$ cat src/rtl/sil_pkg.sv
// shared constants, types and codes for the sorted insertion list
`timescale 1ns / 1ps
package sil_pkg;

  // list depth and field widths
  localparam int unsigned CAPACITY = 32;
  localparam int unsigned VALUE_W  = 32;
  localparam int unsigned KIND_W   = 2;

  typedef logic signed [VALUE_W-1:0] value_t;

  // command codes
  typedef enum logic {
    CMD_INSERT = 1'b0,
    CMD_FLUSH  = 1'b1
  } cmd_e;

  // result kinds
  typedef enum logic [KIND_W-1:0] {
    KIND_VALUE = 2'd0,
    KIND_EMPTY = 2'd1,
    KIND_FULL  = 2'd2
  } kind_e;

  // what every cell does in a cycle
  typedef enum logic [1:0] {
    OP_HOLD   = 2'd0,
    OP_INSERT = 2'd1,
    OP_SHIFT  = 2'd2
  } cell_op_e;

  // broadcast from the controller to the whole chain
  typedef struct packed {
    cell_op_e op;
    value_t   ins;
  } cell_ctrl_t;

  // controller states
  typedef enum logic {
    ST_IDLE  = 1'b0,
    ST_FLUSH = 1'b1
  } state_e;

endpackage

$ cat src/rtl/sil_cell.sv
// one compare-and-shift cell of the sorted chain
`timescale 1ns / 1ps
module sil_cell (
  input  logic                clk_i,
  input  logic                rst_ni,
  input  sil_pkg::cell_ctrl_t ctrl_i,
  input  logic                prev_gt_i,
  input  logic                prev_vld_i,
  input  sil_pkg::value_t     prev_val_i,
  input  logic                next_vld_i,
  input  sil_pkg::value_t     next_val_i,
  output logic                gt_o,
  output logic                vld_o,
  output sil_pkg::value_t     val_o
);
  import sil_pkg::*;

  logic   vld_q, vld_d;
  value_t val_q, val_d;

  // an empty cell counts as greater than anything
  assign gt_o = !vld_q || (val_q > ctrl_i.ins);

  // next contents: hold, make room for the new item, or move towards the head
  always_comb begin
    vld_d = vld_q;
    val_d = val_q;
    unique case (ctrl_i.op)
      OP_INSERT: begin
        vld_d = prev_vld_i;
        if (gt_o) begin
          val_d = prev_gt_i ? prev_val_i : ctrl_i.ins;
        end
      end
      OP_SHIFT: begin
        vld_d = next_vld_i;
        val_d = next_val_i;
      end
      default: begin
        vld_d = vld_q;
        val_d = val_q;
      end
    endcase
  end

  // occupancy flag
  always_ff @(posedge clk_i or negedge rst_ni) begin
    if (!rst_ni) begin
      vld_q <= 1'b0;
    end else begin
      vld_q <= vld_d;
    end
  end

  // stored value
  always_ff @(posedge clk_i) begin
    val_q <= val_d;
  end

  assign vld_o = vld_q;
  assign val_o = val_q;

endmodule

$ cat src/rtl/sorted_insertion_list.sv
// top level of the sorted insertion list: controller, cell chain and result register
//
//  channel  | signals                           | direction | handshake
//  ---------+-----------------------------------+-----------+---------------------------
//  command  | cmd_i, value_i                    | in        | start_i high, busy_o low
//  result   | out_value_o, kind_o, last_o       | out       | strobe_o, one cycle, no stall
//
// On an insert every cell compares at once and the chain opens a gap.
// A flush of n items keeps busy_o high while the chain shifts one item per cycle
// towards the head; each result leaves the result register in the cycle after its shift.
// Dropped inserts and empty flushes report in the cycle after acceptance.
// Reset empties the chain at once through the per-cell occupancy flags.
`timescale 1ns / 1ps
module sorted_insertion_list (
  input  logic            clk_i,
  input  logic            rst_ni,
  input  logic            start_i,
  output logic            busy_o,
  input  logic            cmd_i,
  input  sil_pkg::value_t value_i,
  output logic            strobe_o,
  output sil_pkg::value_t out_value_o,
  output logic [1:0]      kind_o,
  output logic            last_o
);
  import sil_pkg::*;

  state_e     state_q, state_d;
  cell_ctrl_t ctrl;
  logic       accept;

  logic   cell_gt  [CAPACITY];
  logic   cell_vld [CAPACITY];
  value_t cell_val [CAPACITY];
  logic [CAPACITY-1:0] vld_vec;

  logic   strobe_q, strobe_d;
  logic   last_q, last_d;
  kind_e  kind_q, kind_d;
  value_t oval_q, oval_d;

  assign accept = start_i && !busy_o;
  assign busy_o = (state_q == ST_FLUSH);

  // cell chain
  for (genvar i = 0; i < CAPACITY; i++) begin : g_cell
    logic   p_gt, p_vld, n_vld;
    value_t p_val, n_val;
    if (i == 0) begin : g_head
      assign p_gt  = 1'b0;
      assign p_vld = 1'b1;
      assign p_val = '0;
    end else begin : g_mid
      assign p_gt  = cell_gt[i-1];
      assign p_vld = cell_vld[i-1];
      assign p_val = cell_val[i-1];
    end
    if (i == CAPACITY - 1) begin : g_tail
      assign n_vld = 1'b0;
      assign n_val = '0;
    end else begin : g_body
      assign n_vld = cell_vld[i+1];
      assign n_val = cell_val[i+1];
    end

    sil_cell u_cell (
      .clk_i      (clk_i),
      .rst_ni     (rst_ni),
      .ctrl_i     (ctrl),
      .prev_gt_i  (p_gt),
      .prev_vld_i (p_vld),
      .prev_val_i (p_val),
      .next_vld_i (n_vld),
      .next_val_i (n_val),
      .gt_o       (cell_gt[i]),
      .vld_o      (cell_vld[i]),
      .val_o      (cell_val[i])
    );

    assign vld_vec[i] = cell_vld[i];
  end

  // next state
  always_comb begin
    state_d = state_q;
    unique case (state_q)
      ST_IDLE: begin
        if (accept && (cmd_i == CMD_FLUSH) && cell_vld[0]) begin
          state_d = ST_FLUSH;
        end
      end
      ST_FLUSH: begin
        if (!cell_vld[1]) begin
          state_d = ST_IDLE;
        end
      end
      default: state_d = ST_IDLE;
    endcase
  end

  // chain control and result
  always_comb begin
    ctrl.op  = OP_HOLD;
    ctrl.ins = value_i;
    strobe_d = 1'b0;
    oval_d   = '0;
    kind_d   = KIND_VALUE;
    last_d   = 1'b0;
    unique case (state_q)
      ST_IDLE: begin
        if (accept) begin
          if (cmd_i == CMD_INSERT) begin
            if (cell_vld[CAPACITY-1]) begin
              strobe_d = 1'b1;
              kind_d   = KIND_FULL;
              last_d   = 1'b1;
            end else begin
              ctrl.op = OP_INSERT;
            end
          end else if (!cell_vld[0]) begin
            strobe_d = 1'b1;
            kind_d   = KIND_EMPTY;
            last_d   = 1'b1;
          end
        end
      end
      ST_FLUSH: begin
        ctrl.op  = OP_SHIFT;
        strobe_d = 1'b1;
        oval_d   = cell_val[0];
        kind_d   = KIND_VALUE;
        last_d   = !cell_vld[1];
      end
      default: ctrl.op = OP_HOLD;
    endcase
  end

  // control registers
  always_ff @(posedge clk_i or negedge rst_ni) begin
    if (!rst_ni) begin
      state_q  <= ST_IDLE;
      strobe_q <= 1'b0;
    end else begin
      state_q  <= state_d;
      strobe_q <= strobe_d;
    end
  end

  // result payload
  always_ff @(posedge clk_i) begin
    oval_q <= oval_d;
    kind_q <= kind_d;
    last_q <= last_d;
  end

  assign strobe_o    = strobe_q;
  assign out_value_o = oval_q;
  assign kind_o      = kind_q;
  assign last_o      = last_q;

  // occupancy always fills from the head
  a_thermo: assert property (@(posedge clk_i) disable iff (!rst_ni)
    ((vld_vec + CAPACITY'(1)) & vld_vec) == '0)
    else $error("chain occupancy has a gap");

  // a flush only runs while the head holds an item
  a_flush_head: assert property (@(posedge clk_i) disable iff (!rst_ni)
    (state_q == ST_FLUSH) |-> cell_vld[0])
    else $error("flush running on an empty chain");

  // reports other than sorted values are single and final
  a_report_last: assert property (@(posedge clk_i) disable iff (!rst_ni)
    (strobe_o && (kind_o != KIND_VALUE)) |-> last_o)
    else $error("report without last");

  // the final flushed item leaves the chain empty
  a_flush_clears: assert property (@(posedge clk_i) disable iff (!rst_ni)
    (strobe_o && last_o && (kind_o == KIND_VALUE)) |-> !cell_vld[0])
    else $error("chain not empty after flush");

endmodule

$ cat config.mk
export PLATFORM = sky130hd
export DESIGN_NAME = sorted_insertion_list
export DESIGN_NICKNAME = d
export VERILOG_FILES = /design/src/rtl/sil_pkg.sv /design/src/rtl/sil_cell.sv /design/src/rtl/sorted_insertion_list.sv
export SDC_FILE = /design/constraint.sdc
export NUM_CORES = 2
export LEC_CHECK = 0
export BUFFER_PORTS_ARGS = -buffer_cell sky130_fd_sc_hd__buf_2
export CAP_MARGIN = 5
export CORE_MARGIN = 8
export CORE_UTILIZATION = 35
export CTS_CLUSTER_SIZE = 10
export DETAILED_ROUTE_END_ITERATION = 12
export GPL_ROUTABILITY_DRIVEN = 0
export HOLD_SLACK_MARGIN = 0.02
export SYNTH_ARGS = -nofsm -noshare
export SYNTH_HDL_FRONTEND = slang
export SYNTH_SLANG_ARGS = --single-unit
export TNS_END_PERCENT = 50
$ cat constraint.sdc
create_clock -name clk_i -period 6.8 [get_ports clk_i]
set_input_delay 0.34 -clock clk_i [delete_from_list [all_inputs] [get_ports clk_i]]
set_output_delay 0.34 -clock clk_i [all_outputs]
set_load 0.05 [all_outputs]
==> impl_metrics.tcl <==
set metrics [dict create \
    nNetsFinal 8228 \
    final_layout_size_suffix_gt1_share_pct 8.01 \
    synth_most_common_cell "edfxtp_1" \
    fin_crit_ns 4.83 \
    slew_violations 0 \
    ys_types 68 \
    numCtsBuffers 136 \
    cts_tree "yes" \
    slowest_stage "nor3_1" \
    hp-class "primary input to flip-flop" \
    first_global_vias 61896 \
    critPathMaxFanout 32 \
    busiest_layer "met2" \
    period_share_pct 71.1 \
    maxCapViolations 0 \
    dr_total_vias 64095 \
    met3_usage_pct 6.30 \
    cts_buffer_depth 3 \
    hold_path.startpoint "value_i[30]" \
    syn-cell-area_um2 76200 \
    clk_latency_ns 0.80 \
    grtUsageMet2_pct 38.1 \
    synth.top_cell.area_share_pct 40.3 \
    worstPathArrival_ns 5.35 \
    portBuffers 72 \
    setup_viol 0 \
    p_per_area_nw_per_um2 523 \
    postRouteAntennaNets 0 \
    multiInputGateArea_um2 41700 \
    grt_max_degree 263 \
    fill_cells 20900 \
    endpoint_kind "flip-flop" \
    syn_avg_cell_area_um2 10.6 \
    async_flop_share_pct 3.11 \
    hold_viol_final 0 \
    ios 73 \
    whs_ns 0.211 \
    synth-edff-count 1024 \
    dr.pass1.iters 8 \
    wl_per_cell_um 29.9 \
    ys_seq_area_share_pct 42.4 \
    met1_usage_pct 31.8 \
    rr_worst_depth 9 \
    yosys_most_used_dff "edfxtp_1" \
    min_path_cells 4 \
    crit_chain "dlygate4sd3_1, buf_2, inv_2, buf_4, ha_1, nand4_1, nor3_1, o21ai_0, o211ai_1, a211oi_1, a221oi_4, buf_4, mux2_2" \
    root_buffer "clkbuf_16" \
    placed_area_um2 80300 \
    yosys.area.top_type "edfxtp_1" \
    vias_per_cell 6.31 \
    power_mw 44.2 \
    setup_ws_ns 1.97 \
    dieArea_um2 233000 \
    path_class "primary input to flip-flop" \
    yosys_warnings 0 \
    min_to "g_cell[6].u_cell.val_o[30]" \
    dr.first_iter.drc_count 8482 \
    status "completed" \
    slew_headroom_pct 8.89 \
    cp-start-kind "primary input" \
    grt.total_usage_pct 25.0 \
    ys_top_cells_by_count "1,024 x edfxtp_1, 992 x ha_1, 832 x nand2_1" \
    grt_pass1_wl_um 431000 \
    cts.sinks 1093 \
    r2r-start "g_cell[0].u_cell.val_o[30]" \
    rrSetupSlack_ns 2.50 \
    regArea_um2 32300 \
    p_leak_nw 36.3 \
    crit_top_cell "buf_4" \
    path_clk_slew_ns 0.06 \
    dieHeight_um 483 \
    worst_r2r_endpoint "g_cell[0].u_cell.val_o[8]" \
    finalWirelength_um 304000 \
    postLayoutCellArea_um2 84400 \
    finalSetupTns_ns 0 \
    ys_ff_latch 1093 \
    area_growth_pct 10.8 \
    antenna_found_initial 13 \
    drc 0 \
    ir_worst_vdd_mv 0.329 \
    place_ws_ns 1.58 \
    tightest_slew_ns 1.36 \
    synth_area_leaders "edfxtp_1 40%, ha_1 16%, mux2i_1 9.2%" \
    synth_fp_nets 8247 \
    rsz0062_at_grt "false" \
    syn_inst 7219 \
    cp_slowest_stage_delay_ns 0.83 \
    worstPathRequired_ns 7.32 \
    initial_core_util_pct 35.2 \
    placementRows 171 \
    dpl.hpwl_um 217000 \
    grt-ovfl-total 0 \
    design.core.area_um2 217000 \
    cts_setup_buffers 0 \
    skew_ns 0.0332 \
    fp.dieW_um 483 \
    h-tree-depth 4 \
    max_freq_mhz 207 \
]
## cells in the final DEF (no fill, tap or decap), drive strengths merged, types with 144 or more instances in the layout
master / count
edfxtp: 1024
nor2: 228
a21oi: 537
mux2i: 697
a21o: 144
o21ai: 774
clkbuf: 200
nand4: 219
inv: 144
a221o: 255
buf: 286
ha: 992
nand2: 832
nor3b: 248
## registers in the layout (all words and copies together) (netlist names)
| signal | cells |
|---|---|
| kind_o | 2 |
| out_value_o | 32 |
| last_o | 1 |
| g_cell.u_cell.vld_o | 32 |
| strobe_o | 1 |
| g_cell.u_cell.val_o | 1024 |
| busy_o | 1 |
## per-stage QoR
stage	utilization, %	instances
floorplan	-	7219
global placement	37.1	9911
detailed placement	37.1	9911
CTS	38.9	10144
global route	38.9	10145
finish	38.9	10151
## metal layers
| layer | wire [µm] | up-vias |
|---|---|---|
| li1 | - | 27859 |
| met1 | 117000 | 31445 |
| met2 | 132000 | 3840 |
| met3 | 33500 | 945 |
| met4 | 21600 | 6 |
| met5 | 41 | - |
## where the power goes
group          internal, mW  switching (mW)
Sequential             13.2            4.42
Clock                  3.89            3.05
Combinational          7.59            12.1
## area by class of cell
class / count / share of cell area (%)
clock buffers: 200 / 4.55
clock inverters: 28 / 0.219
repair buffers: 291 / 2.63
multi-input cells: 5539 / 49.5
inverters: 139 / 0.627
diodes: 7 / 0.0208
well taps: 2854 / 4.23
flip-flops and latches: 1093 / 38.3
## how the worst max path moves through the flow
| stage | endpoint | start | depth (start not counted) |
|---|---|---|---|
| 5_1_grt | g_cell[31].u_cell.val_o[11] | value_i[15] | 13 |
| 6_report | g_cell[31].u_cell.val_o[12] | value_i[15] | 13 |
| 4_1_cts | g_cell[31].u_cell.val_o[12] | value_i[15] | 13 |
| 3_5_place_dp | g_cell[31].u_cell.val_o[4] | value_i[12] | 12 |
| 3_3_place_gp | g_cell[31].u_cell.val_o[11] | value_i[12] | 12 |
| 2_1_floorplan | g_cell[17].u_cell.val_o[0] | value_i[29] | 11 |
## repair_timing
action / 4_1_cts / 5_1_grt
gates resized for setup: 0 / 0
hold buffers: 5 / 0
endpoints found under the hold margin: 39 / 0
## cell families after synthesis
family	count (synthesis)	share of synthesized area, %
DFF	1093	42.4
and+or+nand+nor	1847	12.1
buffers and inverters	587	3.39
muxes	730	9.64
AOI/OAI and AO/OA	1970	16.2
adders and majority gates	992	16.3
## worst max-delay path: cells and delay by family
kind                       cells  cell delay, ns
AOI/OAI and AO/OA              4            1.13
and+or+nand+nor                2            0.96
buffers and inverters          5            2.19
adders and majority gates      1            0.24
muxes                          1            0.40
Note: power is estimated with default switching activity, not from simulation.
